File: src/design/rfp_pkg.sv
// Shared types and constants for the CRC-checked reply frame parser.
`default_nettype none

package rfp_pkg;

  // Frame characters and status codes.
  localparam logic [7:0] ChReply  = 8'h52;
  localparam logic [7:0] ChGet    = 8'h47;
  localparam logic [7:0] StAck    = 8'h06;
  localparam logic [7:0] StData   = 8'h81;
  localparam logic [7:0] StCount  = 8'h82;
  localparam logic [7:0] StCmd    = 8'h83;
  localparam logic [7:0] StPerm   = 8'h84;

  // Register reset values.
  localparam logic [15:0] PolyReset = 16'h1021;
  localparam logic [15:0] IdleReset = 16'd5000;

  // Fixed frame sizes.
  localparam logic [8:0] ShortFrameSize = 9'd5;
  localparam logic [8:0] GetFrameBase   = 9'd7;

  // Configuration register indexes.
  typedef enum logic [0:0] {
    CFG_CRC_POLY   = 1'b0,
    CFG_IDLE_LIMIT = 1'b1
  } cfg_idx_e;

  // Reported outcome codes.
  typedef enum logic [2:0] {
    OUT_OK        = 3'd0,
    OUT_TIMEOUT   = 3'd1,
    OUT_CRC_BAD   = 3'd2,
    OUT_DATA_ERR  = 3'd3,
    OUT_COUNT_ERR = 3'd4,
    OUT_CMD_ERR   = 3'd5,
    OUT_PERM_ERR  = 3'd6,
    OUT_OTHER_NAK = 3'd7
  } outcome_e;

  // One input item.
  typedef struct packed {
    logic       has_byte;
    logic [7:0] rx_byte;
    logic [7:0] expected_type;
  } rfp_item_t;

  // One result item.
  typedef struct packed {
    outcome_e    outcome;
    logic [7:0]  reply_type;
    logic        type_mismatch;
    logic [15:0] data_word;
    logic [7:0]  data_length;
    logic [8:0]  frame_bytes;
  } rfp_result_t;

endpackage

`default_nettype wire

File: src/design/rfp_in_stage.sv
// Input register stage holding one accepted item for the frame logic.
`default_nettype none

module rfp_in_stage
  import rfp_pkg::*;
(
  input  wire logic      clk_i,
  input  wire logic      rst_ni,
  input  wire logic      in_valid_i,
  output logic           in_ready_o,
  input  wire rfp_item_t in_item_i,
  input  wire logic      take_i,
  output logic           item_valid_o,
  output rfp_item_t      item_o
);

  logic      valid_q;
  logic      valid_d;
  rfp_item_t item_q;
  logic      load;

  // The register can take a new item when empty or when its item moves on.
  assign in_ready_o = !valid_q || take_i;
  assign load       = in_valid_i && in_ready_o;

  always_comb begin
    valid_d = valid_q;
    if (load) begin
      valid_d = 1'b1;
    end else if (take_i) begin
      valid_d = 1'b0;
    end
  end

  always_ff @(posedge clk_i or negedge rst_ni) begin
    if (!rst_ni) begin
      valid_q <= 1'b0;
    end else begin
      valid_q <= valid_d;
    end
  end

  // Payload needs no reset.
  always_ff @(posedge clk_i) begin
    if (load) begin
      item_q <= in_item_i;
    end
  end

  assign item_valid_o = valid_q;
  assign item_o       = item_q;

endmodule

`default_nettype wire

File: src/design/rfp_core.sv
// Frame state, CRC update, idle timeout and result generation.
`default_nettype none

module rfp_core
  import rfp_pkg::*;
(
  input  wire logic        clk_i,
  input  wire logic        rst_ni,
  input  wire logic        cfg_we_i,
  input  wire logic [0:0]  cfg_addr_i,
  input  wire logic [15:0] cfg_wdata_i,
  input  wire logic        step_i,
  input  wire rfp_item_t   item_i,
  output logic             res_valid_o,
  output rfp_result_t      res_o
);

  // One byte of CRC-16, MSB first, with the programmed polynomial.
  function automatic logic [15:0] crc_byte(input logic [15:0] crc, input logic [7:0] b,
                                           input logic [15:0] poly);
    logic [15:0] c;
    c = crc ^ {b, 8'h00};
    for (int k = 0; k < 8; k++) begin
      if (c[15]) begin
        c = {c[14:0], 1'b0} ^ poly;
      end else begin
        c = {c[14:0], 1'b0};
      end
    end
    return c;
  endfunction

  // Checksum first, then the status byte.
  function automatic outcome_e judge(input logic [15:0] tail, input logic [15:0] crc,
                                     input logic [7:0] status);
    outcome_e o;
    if (tail[15:8] != crc[7:0] || tail[7:0] != crc[15:8]) begin
      o = OUT_CRC_BAD;
    end else begin
      unique case (status)
        StAck:   o = OUT_OK;
        StData:  o = OUT_DATA_ERR;
        StCount: o = OUT_COUNT_ERR;
        StCmd:   o = OUT_CMD_ERR;
        StPerm:  o = OUT_PERM_ERR;
        default: o = OUT_OTHER_NAK;
      endcase
    end
    return o;
  endfunction

  logic [15:0] poly_q, limit_q;
  logic        in_frame_q, in_frame_d;
  logic [8:0]  count_q, count_d;
  logic [8:0]  size_q, size_d;
  logic [7:0]  type_q, type_d;
  logic [7:0]  status_q, status_d;
  logic [7:0]  length_q, length_d;
  logic [15:0] crc_q, crc_d;
  logic [15:0] tail_q, tail_d;
  logic [15:0] data_q, data_d;
  logic [15:0] idle_q, idle_d;
  logic        mism_q, mism_d;

  // Values after the current byte, before any end-of-frame clear.
  logic [8:0]  count_n, size_n;
  logic [7:0]  type_n, status_n, length_n;
  logic [15:0] crc_n, tail_n, data_n;
  logic        mism_n;

  // Configuration writes.
  always_ff @(posedge clk_i or negedge rst_ni) begin
    if (!rst_ni) begin
      poly_q  <= PolyReset;
      limit_q <= IdleReset;
    end else if (cfg_we_i) begin
      unique case (cfg_idx_e'(cfg_addr_i))
        CFG_CRC_POLY:   poly_q  <= cfg_wdata_i;
        CFG_IDLE_LIMIT: limit_q <= cfg_wdata_i;
        default: ;
      endcase
    end
  end

  // Byte-in-frame update.
  always_comb begin
    count_n  = count_q + 9'd1;
    crc_n    = (count_n >= 9'd3) ? crc_byte(crc_q, tail_q[15:8], poly_q) : crc_q;
    tail_n   = {tail_q[7:0], item_i.rx_byte};
    size_n   = size_q;
    type_n   = type_q;
    status_n = status_q;
    length_n = length_q;
    data_n   = data_q;
    mism_n   = mism_q;
    if (count_n == 9'd2) begin
      type_n = item_i.rx_byte;
      mism_n = (item_i.rx_byte != item_i.expected_type);
      size_n = (item_i.rx_byte == ChGet) ? 9'd0 : ShortFrameSize;
    end else if (count_n == 9'd3) begin
      status_n = item_i.rx_byte;
    end else if (count_n == 9'd4 && type_q == ChGet) begin
      if (status_q == StAck) begin
        length_n = item_i.rx_byte;
        size_n   = GetFrameBase + {1'b0, item_i.rx_byte};
      end else begin
        size_n = ShortFrameSize;
      end
    end else if (count_n == 9'd6) begin
      data_n = {data_q[15:8], item_i.rx_byte};
    end else if (count_n == 9'd7) begin
      data_n = {item_i.rx_byte, data_q[7:0]};
    end
  end

  // Next state and result for the item being processed.
  always_comb begin
    in_frame_d  = in_frame_q;
    count_d     = count_q;
    size_d      = size_q;
    type_d      = type_q;
    status_d    = status_q;
    length_d    = length_q;
    crc_d       = crc_q;
    tail_d      = tail_q;
    data_d      = data_q;
    idle_d      = idle_q;
    mism_d      = mism_q;
    res_valid_o = 1'b0;
    res_o.outcome       = OUT_TIMEOUT;
    res_o.reply_type    = type_q;
    res_o.type_mismatch = mism_q;
    res_o.data_word     = data_q;
    res_o.data_length   = length_q;
    res_o.frame_bytes   = count_q;
    if (step_i) begin
      if (!item_i.has_byte) begin
        // Idle tick: time out or count.
        if (idle_q >= limit_q) begin
          res_valid_o = 1'b1;
          in_frame_d  = 1'b0;
          count_d     = '0;
          size_d      = '0;
          type_d      = '0;
          status_d    = '0;
          length_d    = '0;
          crc_d       = '0;
          tail_d      = '0;
          data_d      = '0;
          mism_d      = 1'b0;
          idle_d      = '0;
        end else begin
          idle_d = idle_q + 16'd1;
        end
      end else if (!in_frame_q) begin
        // Hunting: only the reply character opens a frame.
        if (item_i.rx_byte == ChReply) begin
          in_frame_d = 1'b1;
          count_d    = 9'd1;
          size_d     = '0;
          type_d     = '0;
          status_d   = '0;
          length_d   = '0;
          crc_d      = '0;
          tail_d     = {8'h00, item_i.rx_byte};
          data_d     = '0;
          mism_d     = 1'b0;
        end
      end else begin
        res_o.reply_type    = type_n;
        res_o.type_mismatch = mism_n;
        res_o.data_word     = data_n;
        res_o.data_length   = length_n;
        res_o.frame_bytes   = count_n;
        res_o.outcome       = judge(tail_n, crc_n, status_n);
        if (size_n != 9'd0 && count_n == size_n) begin
          // Last byte: report and return to hunting.
          res_valid_o = 1'b1;
          in_frame_d  = 1'b0;
          count_d     = '0;
          size_d      = '0;
          type_d      = '0;
          status_d    = '0;
          length_d    = '0;
          crc_d       = '0;
          tail_d      = '0;
          data_d      = '0;
          mism_d      = 1'b0;
          idle_d      = '0;
        end else begin
          count_d  = count_n;
          size_d   = size_n;
          type_d   = type_n;
          status_d = status_n;
          length_d = length_n;
          crc_d    = crc_n;
          tail_d   = tail_n;
          data_d   = data_n;
          mism_d   = mism_n;
        end
      end
    end
  end

  always_ff @(posedge clk_i or negedge rst_ni) begin
    if (!rst_ni) begin
      in_frame_q <= 1'b0;
      count_q    <= '0;
      size_q     <= '0;
      type_q     <= '0;
      status_q   <= '0;
      length_q   <= '0;
      crc_q      <= '0;
      tail_q     <= '0;
      data_q     <= '0;
      idle_q     <= '0;
      mism_q     <= 1'b0;
    end else begin
      in_frame_q <= in_frame_d;
      count_q    <= count_d;
      size_q     <= size_d;
      type_q     <= type_d;
      status_q   <= status_d;
      length_q   <= length_d;
      crc_q      <= crc_d;
      tail_q     <= tail_d;
      data_q     <= data_d;
      idle_q     <= idle_d;
      mism_q     <= mism_d;
    end
  end

endmodule

`default_nettype wire

File: src/design/rfp_out_stage.sv
// Result register holding one finished item until the sink takes it.
`default_nettype none

module rfp_out_stage
  import rfp_pkg::*;
(
  input  wire logic        clk_i,
  input  wire logic        rst_ni,
  input  wire logic        load_i,
  input  wire rfp_result_t res_i,
  output logic             free_o,
  output logic             out_valid_o,
  input  wire logic        out_ready_i,
  output rfp_result_t      res_o
);

  logic        valid_q;
  logic        valid_d;
  rfp_result_t res_q;

  // Free when empty or when the held item leaves this cycle.
  assign free_o = !valid_q || out_ready_i;

  always_comb begin
    valid_d = valid_q;
    if (load_i) begin
      valid_d = 1'b1;
    end else if (out_ready_i) begin
      valid_d = 1'b0;
    end
  end

  always_ff @(posedge clk_i or negedge rst_ni) begin
    if (!rst_ni) begin
      valid_q <= 1'b0;
    end else begin
      valid_q <= valid_d;
    end
  end

  always_ff @(posedge clk_i) begin
    if (load_i) begin
      res_q <= res_i;
    end
  end

  assign out_valid_o = valid_q;
  assign res_o       = res_q;

endmodule

`default_nettype wire

File: src/design/reply_frame_parser_crc16.sv
// Top level of the CRC-checked serial reply frame parser.
//
//   Channel   Direction  Handshake                 Payload
//   s_axis    in         s_axis_tvalid/tready      tdata: rx_byte, expected_type; tuser: has_byte
//   m_axis    out        m_axis_tvalid/tready      tdata: outcome .. frame_bytes (48 bits)
//   cfg       in         cfg_we_i                  cfg_addr_i, cfg_wdata_i
//
// Each item is held in the input register, then the frame logic and the byte-wide
// CRC update run combinationally into the result register.
// One item is accepted per cycle while the result register is free or being read.
// A stalled sink holds the result register; the input register still takes one item.
// Reset loads the register defaults and clears all frame state; no clearing pass.
`default_nettype none

module reply_frame_parser_crc16
  import rfp_pkg::*;
(
  input  wire logic        clk_i,
  input  wire logic        rst_ni,
  input  wire logic        s_axis_tvalid,
  output logic             s_axis_tready,
  input  wire logic [15:0] s_axis_tdata,   // rx_byte, expected_type
  input  wire logic        s_axis_tuser,   // has_byte
  output logic             m_axis_tvalid,
  input  wire logic        m_axis_tready,
  // outcome, reply_type, type_mismatch, data_word, data_length, frame_bytes, zero pad
  output logic [47:0]      m_axis_tdata,
  input  wire logic        cfg_we_i,
  input  wire logic [0:0]  cfg_addr_i,
  input  wire logic [15:0] cfg_wdata_i
);

  rfp_item_t   in_item;
  rfp_item_t   item;
  logic        item_valid;
  logic        out_free;
  logic        step;
  logic        res_valid;
  rfp_result_t res;
  rfp_result_t res_q;

  assign in_item.has_byte      = s_axis_tuser;
  assign in_item.rx_byte       = s_axis_tdata[7:0];
  assign in_item.expected_type = s_axis_tdata[15:8];

  // An item moves through the frame logic whenever the result register can take it.
  assign step = item_valid && out_free;

  rfp_in_stage u_in (
    .clk_i        (clk_i),
    .rst_ni       (rst_ni),
    .in_valid_i   (s_axis_tvalid),
    .in_ready_o   (s_axis_tready),
    .in_item_i    (in_item),
    .take_i       (step),
    .item_valid_o (item_valid),
    .item_o       (item)
  );

  rfp_core u_core (
    .clk_i       (clk_i),
    .rst_ni      (rst_ni),
    .cfg_we_i    (cfg_we_i),
    .cfg_addr_i  (cfg_addr_i),
    .cfg_wdata_i (cfg_wdata_i),
    .step_i      (step),
    .item_i      (item),
    .res_valid_o (res_valid),
    .res_o       (res)
  );

  rfp_out_stage u_out (
    .clk_i       (clk_i),
    .rst_ni      (rst_ni),
    .load_i      (step && res_valid),
    .res_i       (res),
    .free_o      (out_free),
    .out_valid_o (m_axis_tvalid),
    .out_ready_i (m_axis_tready),
    .res_o       (res_q)
  );

  // Pack the result fields, first field lowest.
  assign m_axis_tdata = {3'b000, res_q.frame_bytes, res_q.data_length, res_q.data_word,
                         res_q.type_mismatch, res_q.reply_type, res_q.outcome};

  // A frame verdict needs at least a complete short frame.
  assert property (@(posedge clk_i) disable iff (!rst_ni)
    m_axis_tvalid && res_q.outcome != OUT_TIMEOUT |-> res_q.frame_bytes >= ShortFrameSize)
    else $error("frame result with fewer bytes than a short frame");

  // A length byte is only ever taken from a get reply.
  assert property (@(posedge clk_i) disable iff (!rst_ni)
    m_axis_tvalid && res_q.data_length != 8'h00 |-> res_q.reply_type == ChGet)
    else $error("data length reported for a reply that is not a get");

  // A type mismatch needs the type byte to have arrived.
  assert property (@(posedge clk_i) disable iff (!rst_ni)
    m_axis_tvalid && res_q.type_mismatch |-> res_q.frame_bytes >= 9'd2)
    else $error("type mismatch flagged before the type byte");

  // A result is only loaded when the result register is free.
  assert property (@(posedge clk_i) disable iff (!rst_ni)
    step |-> out_free)
    else $error("item processed while the result register was blocked");

endmodule

`default_nettype wire

File: config.mk
export PLATFORM = sky130hd
export DESIGN_NAME = reply_frame_parser_crc16
export DESIGN_NICKNAME = d
export VERILOG_FILES = /design/src/design/rfp_pkg.sv /design/src/design/rfp_in_stage.sv /design/src/design/rfp_core.sv /design/src/design/rfp_out_stage.sv /design/src/design/reply_frame_parser_crc16.sv
export SDC_FILE = /design/constraint.sdc
export NUM_CORES = 1
export LEC_CHECK = 0
export ABC_AREA = 1
export ABC_CLOCK_PERIOD_IN_PS = 11400
export BUFFER_PORTS_ARGS = -buffer_cell sky130_fd_sc_hd__buf_2
export CORE_AREA = 2 2 184 186
export DETAILED_ROUTE_END_ITERATION = 7
export DIE_AREA = 0 0 186 188
export HOLD_SLACK_MARGIN = 0.06
export PLACE_DENSITY_LB_ADDON = 0.1
export SETUP_SLACK_MARGIN = 0.3
export SLEW_MARGIN = 40
export SYNTH_ARGS = -nofsm -noshare
export SYNTH_HDL_FRONTEND = slang
export SYNTH_HIERARCHICAL = 1
export SYNTH_SLANG_ARGS = --single-unit
File: constraint.sdc
create_clock -name clk_i -period 11.4 [get_ports clk_i]
set_clock_uncertainty 0.05 [all_clocks]
set_input_delay 2.28 -clock clk_i [delete_from_list [all_inputs] [get_ports clk_i]]
set_output_delay 2.28 -clock clk_i [all_outputs]
set_load 0.005 [all_outputs]
==> implementation parameters, run 1 <==
Parameter                              Value

Job
  Max-cap viol count ... 0

Power
  Power consumption ... 4.91 mW
  Power density relative to cell area ... 337 mW/mm2
  Peak supply drop ... 0.193 mV
  Pleak ... 7.05 nW

CTS
  Setup repair bufs after CTS ... 0
  Clock Path Buffers ... 3
  Clock Sinks ... 204
  Number of levels the H-tree was split into ... 1
  Number of buffers added to fix hold violations after cts ... 0
  Resize count post-CTS ... 0
  Clock slew seen by the registers of the worst setup and hold paths ... 60 ps
  CTS buffer count ... 25
  Root Buffer ... clkbuf_16
  Clock insertion delay at the later pin of the skew report ... 540 ps
  Clock tree from TritonCTS ... yes

GRT
  Global-route congestion overflow total ... 0
  GRT Resource Usage Total ... 21.5%
  First-pass GRT wire length ... 59.6 mm
  Number of global-route vias before repair ... 10848
  Number of antenna violations at the first check in global routing ... 1
  Maximum number of pins on one net before global-route repair ... 96

Logic synthesis
  Mapped Avg Cell Area ... 7.40 um2
  Gate count after technology mapping ... 1761
  Post-synthesis cell type count ... 50
  Yosys reg bits ... 204
  Commonest register cell after synthesis ... dfrtp_1
  Biggest area contributors in the synthesized netlist ... dfrtp_1, nand2_1, edfxtp_1
  Number of enable flip-flop cells after synthesis ... 62
  Post-synthesis cell type with the largest combined area ... dfrtp_1
  FFs w/ async S/R, synth ... 69.6%
  Sequential cell area fraction in the yosys report ... 41.6%
  Cell area after technology mapping ... 0.0130 mm2
  Area fraction of the dominant cell type after synthesis ... 25.7%
  Warnings, synthesis ... 6

STA
  Slew HR ... 44.7%
  Highest attainable clock frequency ... 0.173 GHz
  Endpoints failing hold ... 0
  Final clock period utilization by the worst path ... 50.8%
  Sum of negative setup slack ... 0 ps
  Worst slew pin tran ... 829 ps
  Setup repair after global routing missed its margin ... no
  Shortest period the worst path allows ... 5790 ps
  Final setup viols ... 0
  Number of pins exceeding their max-slew limit in the final report ... 0

Critical path
  Nature of the critical path endpoint ... register
  Most repeated library cell on the critical path ... nand2_1
  Worst EP required ... 11630 ps
  Startpoint types ... register
  Maximum fanout along the worst path ... 31
  Worst path max stage delay ... 880 ps
  Worst endpoint data arrival time ... 6020 ps
  Slowest library cell on the worst path ... dfrtp_1
  Worst setup path category ... register to register

Cells and area
  Most used cells in the layout excluding fill and tap cells ... nand2_1, inv_1, nand3_1, o21ai_0, dfrtp_1
  FILL cells ... 3392
  Proportion of layout cells with a drive suffix above 1 ... 11.9%
  P&R area growth vs syn ... 11.8%
  Antenna cell count ... 0
  Most common cell after layout, fill and taps aside ... nand2_1
  Nets@finish ... 1869

Die
  Area of the core ... 0.0331 mm2
  Die Width ... 186 um
  Area of the die ... 0.0350 mm2
  Std cell rows ... 67
  Die boundary height ... 188 um
  # IOs ... 89
  Initial core utilization ... 39.4%

Route
  Number of nets with antenna violations after routing ... 0
  Average detailed-routed wire length per instance ... 16.2 um
  Drt pass-1 iters ... 5
  Iteration-0 DRC count of the detailed router ... 1012
  Ratio of routed vias to standard cells ... 5.09
  Vias after detailed routing ... 11569
  Overall routed net length ... 36.9 mm
  DRC violation count after routing ... 0

Status
  Result of the run ... complete, no violations

Placed design
  Global placer's final weighted congestion ... 0.863
  IO buf count ... 85
  Final HPWL from detailed placement ... 25.7 mm

Hold path
  Worst min-delay path class ... register to register
==> cells in the mapped netlist, types with 5 or more instances <==
cell type,instances
nand3_2,9
nand4_1,17
xnor2_1,24
xor2_1,50
o22ai_1,69
nor4_1,12
nand2_2,18
edfxtp_1,62
nor3_1,12
buf_2,16
dfrtp_1,134
mux2i_1,6
o21ai_1,7
buf_4,5
nor2_1,73
nand2_1,497
a21oi_1,18
nand3_1,166
buf_6,8
nor2_2,6
o21ai_0,157
dfstp_2,8
clkbuf_1,48
inv_2,20
inv_1,256
ha_1,24
==> flip-flops by register name, summed over array words and instances (netlist names) <==
register           count
u_in/item_o           17
u_core/data_q         16
u_core/limit_q        16
u_core/type_q          8
u_core/status_q        8
u_out/out_valid_o      1
u_in/item_valid_o      1
u_core/idle_q         16
u_core/crc_q          16
u_core/mism_q          1
u_core/poly_q         16
u_core/count_q         9
u_out/res_o           45
u_core/in_frame_q      1
u_core/size_q          9
u_core/tail_q         16
u_core/length_q        8
==> path summary, 6_finish.rpt <==
check | startpoint | cells after the start | endpoint | slack (ps)
max | u_core/poly_q[15] | 29 | u_out/res_o[43] | 5610
min | u_core/limit_q[13] | 2 | u_core/limit_q[13] | 440
max reg2reg | u_core/poly_q[15] | 29 | u_out/res_o[43] | 5610
min reg2reg | u_core/limit_q[13] | 2 | u_core/limit_q[13] | 440
max in group asynchronous | rst_ni | 3 | u_core/crc_q[6] | 8350
min in group asynchronous | rst_ni | 1 | u_core/idle_q[2] | 1550
==> report_power, final <==
group          switching (mW)  internal [mW]
logic                    2.14          0.968
clock network           0.321          0.464
registers               0.123          0.902
total                    2.58           2.33
==> critical path: cells and delay by family (launching register included) <==
family / cells / cell delay (ps)
buf+inv: 1 / 40
simple gates: 27 / 4190
xor+xnor: 1 / 360
flops: 1 / 880
==> cell type report <==
class | instances | area [um2] | share of cell area [%]
multi-input cells | 1201 | 6200 | 42.5
flip-flops and latches | 204 | 5430 | 37.2
inverters | 278 | 1040 | 7.16
clock buffers | 32 | 672 | 4.61
well taps | 448 | 561 | 3.85
repair buffers | 96 | 538 | 3.69
clock inverters | 14 | 136 | 0.936
==> cell families after synthesis <==
logic type	count (synthesis)	synth area share [%]
DFF	204	41.6
buffers and inverters	358	11.1
muxes	6	0.461
and+or+nand+nor	827	28.0
other	1	0.0288
adders and majority gates	24	2.30
AOI/OAI and AO/OA	266	11.3
xor gates and xnor gates	75	5.18
==> metal layers <==
| metal | GRT usage (%) | share of wire, % | up-vias |
|---|---|---|---|
| li1 | - | - | 5770 |
| met3 | 3.24 | 5.4 | 48 |
| met4 | 4.51 | 1.8 | 0 |
| met1 | 32.0 | 48 | 5449 |
| met2 | 33.0 | 44 | 302 |
| met5 | 0 | 0 | - |
==> per-stage QoR <==
step                hold WS [ps]  util [%]  cell area (um2)  instances  setup WS (ps)
floorplan                    403         -            13000       1763           6430
global placement             424      41.5            13700       2226           5880
detailed placement           429      41.5            13700       2226           5700
CTS                          443      43.9            14500       2272           5680
global route                 474      44.0            14600       2273           4880
finish                       438      44.0            14600       2273           5610
Note: power is estimated with default switching activity, not from simulation.
==> run 2, diff against run 1 <==
Settings changed: ABC_CLOCK_PERIOD_IN_PS 11400 to 4910.
Clock period 11.4 ns to 4.91 ns, I/O delays scaled along.
==> run 2 against run 1 <==
Net effect:
- non-clock buffer count increased by 35
- final cell count increased by 1.5%
- combinational power increased to 2.5 times the previous value
- clock power increased by 130%
- core utilization increased by 1.5 points
- fmax increased by 32%
- sequential share of layout area decreased by 1.2 points
- register-to-register slack got worse by 5100 ps
- first-iteration DRC count decreased by 19%
- hold slack got worse by 31 ps
- design area increased by 3.5%
- critical endpoint is now u_out/res_o[19]
- largest cell class unchanged
==> implementation parameters, run 2 (synthesis gave the netlist of run 1 again) <==
Parameter                              Value

Job
  Max-cap viol count ... 0

Route
  DRC violation count after routing ... 0
  Vias after detailed routing ... 11703
  Overall routed net length ... 39.1 mm
  Number of nets with antenna violations after routing ... 0
  Drt pass-1 iters ... 5
  Average detailed-routed wire length per instance ... 16.9 um
  Iteration-0 DRC count of the detailed router ... 818
  Ratio of routed vias to standard cells ... 5.07

Cells and area
  FILL cells ... 3377
  Nets@finish ... 1904
  Post-route cell area ... 0.0151 mm2
  Most used cells in the layout excluding fill and tap cells ... nand2_1, inv_1, nand3_1, o21ai_0, dfrtp_1
  Proportion of layout cells with a drive suffix above 1 ... 14.5%
  Total area of multi-input combinational cells ... 0.00635 mm2
  Storage element area ... 0.00543 mm2
  Number of flip-flops under the largest register name ... 45
  Most common cell after layout, fill and taps aside ... nand2_1
  Layout Utilization ... 45.5%
  Non-filler cells, final ... 2308
  P&R area growth vs syn ... 15.7%
  Antenna cell count ... 0

Critical path
  Count of buffer and inverter cells on the critical path ... 4
  Worst setup path category ... register to register
  List of cells traversed by the critical path ... ha_4 > nand3_2 > nor3_4 > nand2_2 > xor2_4 > nor2_1 > nand3_4 > nor2_4 > nand4_2 > o211ai_1 > xor2_1 > nor4_2 > nand2_2 > o21ai_2 > nand2_1 > inv_2 > inv_1 > nor2_4 > buf_12 > clkbuf_16
  Cell family with most CP delay ... simple AND/OR/NAND/NOR gates
  Worst endpoint data arrival time ... 4600 ps
  Cell depth of the worst setup path ... 20
  Worst EP required ... 5120 ps
  Slowest library cell on the worst path ... dfrtp_2
  Nature of the critical path endpoint ... register
  Startpoint types ... register
  Maximum fanout along the worst path ... 11
  Reg2reg path depth ... 20
  Worst path max stage delay ... 450 ps

Die
  Die Width ... 186 um
  Std cell rows ... 67
  Area of the die ... 0.0350 mm2
  Initial core utilization ... 39.4%
  # IOs ... 89
  Die boundary height ... 188 um
  Area of the core ... 0.0331 mm2

STA
  Final worst slack ... 519 ps
  Sum of negative setup slack ... 0 ps
  Shortest period the worst path allows ... 4390 ps
  Setup repair after global routing missed its margin ... yes
  Final clock period utilization by the worst path ... 89.4%
  Final setup viols ... 0
  Highest attainable clock frequency ... 0.228 GHz
  Worst slew pin tran ... 862 ps
  Worst-case hold slack ... 407 ps
  Endpoints failing hold ... 0
  Slew HR ... 42.1%
  Number of pins exceeding their max-slew limit in the final report ... 0

CTS
  Root Buffer ... clkbuf_16
  CTS buffer count ... 25
  Clock Path Buffers ... 3
  Clock Sinks ... 204
  Clock tree from TritonCTS ... yes
  Clock slew seen by the registers of the worst setup and hold paths ... 60 ps
  Clock insertion delay at the later pin of the skew report ... 550 ps
  Number of levels the H-tree was split into ... 1

Hold path
  Worst min-delay path class ... input pin to async pin

Power
  Power consumption ... 11.9 mW
  Relative contribution of combinational cells to total power ... 65.5%
  P_int ... 5.67 mW
  Power density relative to cell area ... 792 mW/mm2
  Pleak ... 7.28 nW
  Peak supply drop ... 0.480 mV
  Switching Fraction ... 52.5%
  Clock share of power ... 15.1%
  Sequential power share ... 19.4%
  Net Switching ... 6.27 mW

Placed design
  Placed cell count ... 2255
  Worst slack after detailed placement ... 351 ps
  Placed Area ... 0.0140 mm2
  Global placer's final weighted congestion ... 0.900
  Final HPWL from detailed placement ... 27.6 mm
  IO buf count ... 85

GRT
  Number of antenna violations at the first check in global routing ... 0
  Maximum number of pins on one net before global-route repair ... 88
  First-pass GRT wire length ... 62.2 mm
  GRT Resource Usage Total ... 22.6%
  Global-route congestion overflow total ... 0
  Number of global-route vias before repair ... 11265

Status
  Result of the run ... complete, no violations
run 2: cell count changes in the layout (fill, tap and decap cells not counted), moves of 4 or more:
cell     delta
buf_4      +26
nand2_4     +5
nand2_2     -4
buf_12      +4
run 2: final cells by class:
| type | instances | area share, % |
|---|---|---|
| clock buffers | 30 | 4.48 |
| clock inverters | 16 | 0.830 |
| inverters | 278 | 7.00 |
| multi-input cells | 1201 | 42.1 |
| flip-flops and latches | 204 | 36.0 |
| well taps | 448 | 3.72 |
| repair buffers | 131 | 5.87 |
run 2: final timing paths:
path	from	endpoint	slack, ps
min in group clk_i	u_core/limit_q[1]	u_core/limit_q[1]	430
hold / removal	rst_ni	u_core/limit_q[1]	410
max in group asynchronous	rst_ni	u_core/poly_q[12]	3600
setup / recovery	u_core/count_q[1]	u_out/res_o[19]	520
hold reg to reg	u_core/limit_q[1]	u_core/limit_q[1]	430
setup reg to reg	u_core/count_q[1]	u_out/res_o[19]	520
run 2: per-layer routing:
layer / GRT usage [%] / wire length (um)
met1: 32.7 / 18500
met4: 7.30 / 1230
met2: 33.9 / 17000
met3: 4.08 / 2350
met5: 0 / 0
run 2: power groups by stage:
stage               clock (mW)  sequential, mW  combinational, mW
finish                    1.80            2.32               7.82
floorplan                    0            2.27               5.98
global route              1.94            2.36               8.89
detailed placement           0            2.34               7.51
global placement             0            2.34               7.47
CTS                       1.85            2.31               7.57
run 2: what timing repair did:
| action | in CTS | in global routing |
|---|---|---|
| gates cloned | 0 | 3 |
| setup endpoints to repair | 1 | 112 |
| endpoints found under the hold margin | 0 | 0 |
| hold buffers | 0 | 0 |
| buffers inserted | 0 | 4 |
| resized for setup | 1 | 38 |
| pin swaps | 0 | 7 |
==> run 3, diff against run 2 <==
Settings changed: ABC_AREA 1 to unset, CORE_AREA 2 2 184 186 to 2 2 185 187, DIE_AREA 0 0 186 188 to 0 0 187 189.
==> run 3 against run 2 <==
Net effect:
- the flow now finishes with violations (negative setup slack)
- final cell count fell by 11%
- fmax decreased by 18%
- synthesized area is 0.82% higher
- first-iteration DRC count shrank 14%
- wire length is 5.3% higher
- critical path depth is 1 lower
- worst setup slack got worse by 960 ps
- largest power group is now sequential cells
==> implementation parameters, run 3 <==
Parameter                              Value

Die
  Die Width ... 187 um
  Area of the die ... 0.0353 mm2
  Area of the core ... 0.0333 mm2
  Initial core utilization ... 39.5%
  Die boundary height ... 189 um
  # IOs ... 89
  Std cell rows ... 67

Hold path
  Worst min-delay path class ... input pin to async pin

Power
  Net Switching ... 1.64 mW
  Peak supply drop ... 0.319 mV
  Switching Fraction ... 31.1%
  Relative contribution of combinational cells to total power ... 29.3%
  Power consumption ... 5.27 mW
  Clock share of power ... 33.8%
  Pleak ... 7.42 nW
  Sequential power share ... 36.9%
  Power density relative to cell area ... 308 mW/mm2
  P_int ... 3.63 mW

GRT
  Number of antenna violations at the first check in global routing ... 0
  Number of global-route vias before repair ... 11064
  GRT Resource Usage Total ... 23.1%
  Maximum number of pins on one net before global-route repair ... 95
  Global-route congestion overflow total ... 0
  First-pass GRT wire length ... 64.5 mm

Logic synthesis
  Largest family of logic cells by synthesized area ... compound AO/OA/AOI/OAI gates
  Mux contribution to synthesized area ... 5.51%
  Synth Area in XOR/XNOR ... 12.8%
  FFs w/ async S/R, synth ... 69.6%
  Biggest area contributors in the synthesized netlist ... dfrtp_1, edfxtp_1, xnor2_1
  Area fraction in and, or, nand and nor cells after synthesis ... 14.7%
  Cell area after technology mapping ... 0.0131 mm2
  Synth cell count leaders ... nand2_1, dfrtp_1, xnor2_1, nor2_1, a22o_1
  Sequential cell area fraction in the yosys report ... 41.3%
  Complex-gate fraction of the synthesized area ... 19.2%
  Commonest register cell after synthesis ... dfrtp_1
  Mapped Avg Cell Area ... 9.91 um2
  Number of enable flip-flop cells after synthesis ... 62
  Most common cell in the netlist ... nand2_1
  Synth Area in Adders ... 2.29%
  Post-synthesis cell type with the largest combined area ... dfrtp_1
  Yosys reg bits ... 204
  Area fraction of the dominant cell type after synthesis ... 25.5%
  Post-synthesis cell type count ... 97
  Gate count after technology mapping ... 1326
  Warnings, synthesis ... 6

STA
  Highest attainable clock frequency ... 0.187 GHz
  Final setup viols ... 3
  Worst slew pin tran ... 743 ps
  Final worst slack ... -437 ps
  Slew HR ... 50.3%
  Shortest period the worst path allows ... 5350 ps
  Final clock period utilization by the worst path ... 109%
  Setup repair after global routing missed its margin ... yes
  Endpoints failing hold ... 0
  Number of pins exceeding their max-slew limit in the final report ... 0

Cells and area
  P&R area growth vs syn ... 30.3%
  Proportion of layout cells with a drive suffix above 1 ... 33.1%
  Most common cell after layout, fill and taps aside ... buf_4
  Nets@finish ... 1653
  Non-filler cells, final ... 2056
  Antenna cell count ... 0
  Number of flip-flops under the largest register name ... 45
  Most used cells in the layout excluding fill and tap cells ... buf_4, nand2_1, dfrtp_1, xnor2_1, buf_2

CTS
  CTS buffer count ... 24
  Number of buffers added to fix hold violations after cts ... 0
  Root Buffer ... clkbuf_16
  Clock tree from TritonCTS ... yes
  Clock insertion delay at the later pin of the skew report ... 530 ps
  Number of levels the H-tree was split into ... 1
  Clock slew seen by the registers of the worst setup and hold paths ... 60 ps
  Clock Sinks ... 204
  Clock Path Buffers ... 3

Critical path
  Maximum fanout along the worst path ... 9
  List of cells traversed by the critical path ... xnor2_1 > buf_4 > buf_4 > o21ai_4 > a2111oi_2 > a311o_1 > a311oi_2 > xnor3_2 > xnor2_4 > o221a_4 > or3_4 > buf_12 > and3_1 > xnor3_1 > xnor2_1 > a41oi_1 > a211oi_2 > or4b_4 > o21a_1
  Cell family with most CP delay ... compound AO/OA/AOI/OAI gates
  Count of buffer and inverter cells on the critical path ... 3
  Slowest library cell on the worst path ... xnor3_2
  Nature of the critical path endpoint ... register
  Worst endpoint data arrival time ... 5580 ps
  Worst EP required ... 5150 ps
  Worst setup path category ... register to register
  Worst path max stage delay ... 540 ps
  Startpoint types ... register

Route
  Ratio of routed vias to standard cells ... 5.50
  Average detailed-routed wire length per instance ... 20.0 um
  DRC violation count after routing ... 0
  Number of nets with antenna violations after routing ... 0
  Vias after detailed routing ... 11316
  Drt pass-1 iters ... 5
  Iteration-0 DRC count of the detailed router ... 700
  Overall routed net length ... 41.2 mm

Placed design
  Worst slack after detailed placement ... -599 ps
  IO buf count ... 85
  Final HPWL from detailed placement ... 29.3 mm
  Placed cell count ... 1972
  Global placer's final weighted congestion ... 0.875

Status
  Violations in the final reports ... negative setup slack
  Result of the run ... finished, violations left

Job
  Max-cap viol count ... 0
## run 3: through the flow
stage | hold slack (ps) | cell area, um2 | utilization [%] | setup TNS, ps
finish | 249 | 17100 | 51.5 | -1210
global route | 248 | 17100 | 51.5 | -1710
global placement | 420 | 15500 | 46.5 | -1300
detailed placement | 429 | 15500 | 46.5 | -1480
floorplan | 400 | 13300 | - | -102
CTS | 442 | 16900 | 50.7 | -893
## run 3: worst reg2reg max path, stage by stage (launching register included)
cell,delay (ps)
dfrtp_2,450
xnor2_1,140
buf_4,170
buf_4,140
o21ai_4,170
a2111oi_2,100
a311o_1,340
a311oi_2,240
xnor3_2,540
xnor2_4,190
o221a_4,270
or3_4,340
buf_12,150
and3_1,170
xnor3_1,440
xnor2_1,140
a41oi_1,140
a211oi_2,230
or4b_4,510
o21a_1,180
## run 3: cell families (layout without fill, tap and decap cells)
kind of cell | count (synthesis) | after routing
compound gates | 334 | 334
xor+xnor | 164 | 164
fa+ha+maj | 24 | 24
buf+inv | 136 | 415
flops | 204 | 204
mux | 66 | 66
other cells | 1 | 3
simple gates | 397 | 398
## run 3: area by class of cell
| cell class | count | area [um2] |
|---|---|---|
| Clock buffer | 30 | 623 |
| Clock inverter | 14 | 161 |
| Fill cell | 3095 | 16200 |
| Inverter | 39 | 146 |
| Multi-Input combinational cell | 989 | 7800 |
| Sequential cell | 204 | 5430 |
| Tap cell | 448 | 561 |
| Timing Repair Buffer | 332 | 2410 |
## run 3: power groups by stage
stage                     clock [mW]  sequential, mW  combinational, mW
final                           1.78            1.95               1.54
after detailed placement           0            1.98               1.40
after global placement             0            1.98               1.40
after floorplan                    0            1.92              0.853
after global routing            1.91            1.96               1.67
after CTS                       1.84            1.95               1.51
## run 3: worst paths after layout
path | cells past startpoint | endpoint | startpoint | slack [ps]
worst max-delay path | 19 | u_out/res_o[43] | u_core/crc_q[15] | -440
worst min-delay path | 1 | u_core/idle_q[1] | rst_ni | 250
worst max register to register | 19 | u_out/res_o[43] | u_core/crc_q[15] | -440
worst min register to register | 2 | u_core/size_q[8] | u_core/size_q[8] | 440
max in group asynchronous | 3 | u_core/length_q[7] | rst_ni | 3550
min in group clk_i | 2 | u_core/size_q[8] | u_core/size_q[8] | 440
## run 3: metal layers
layer	track usage (%)	wire length, um
met3	3.06	2390
met4	4.61	656
met5	0	0
met1	34.3	19600
met2	36.1	18600
## run 3: what timing repair did
| item | CTS | global route |
|---|---|---|
| endpoints found under the setup margin | 68 | 114 |
| buffers inserted | 23 | 15 |
| pin swaps | 29 | 10 |
| gates resized for setup | 77 | 22 |
| cloned | 0 | 1 |
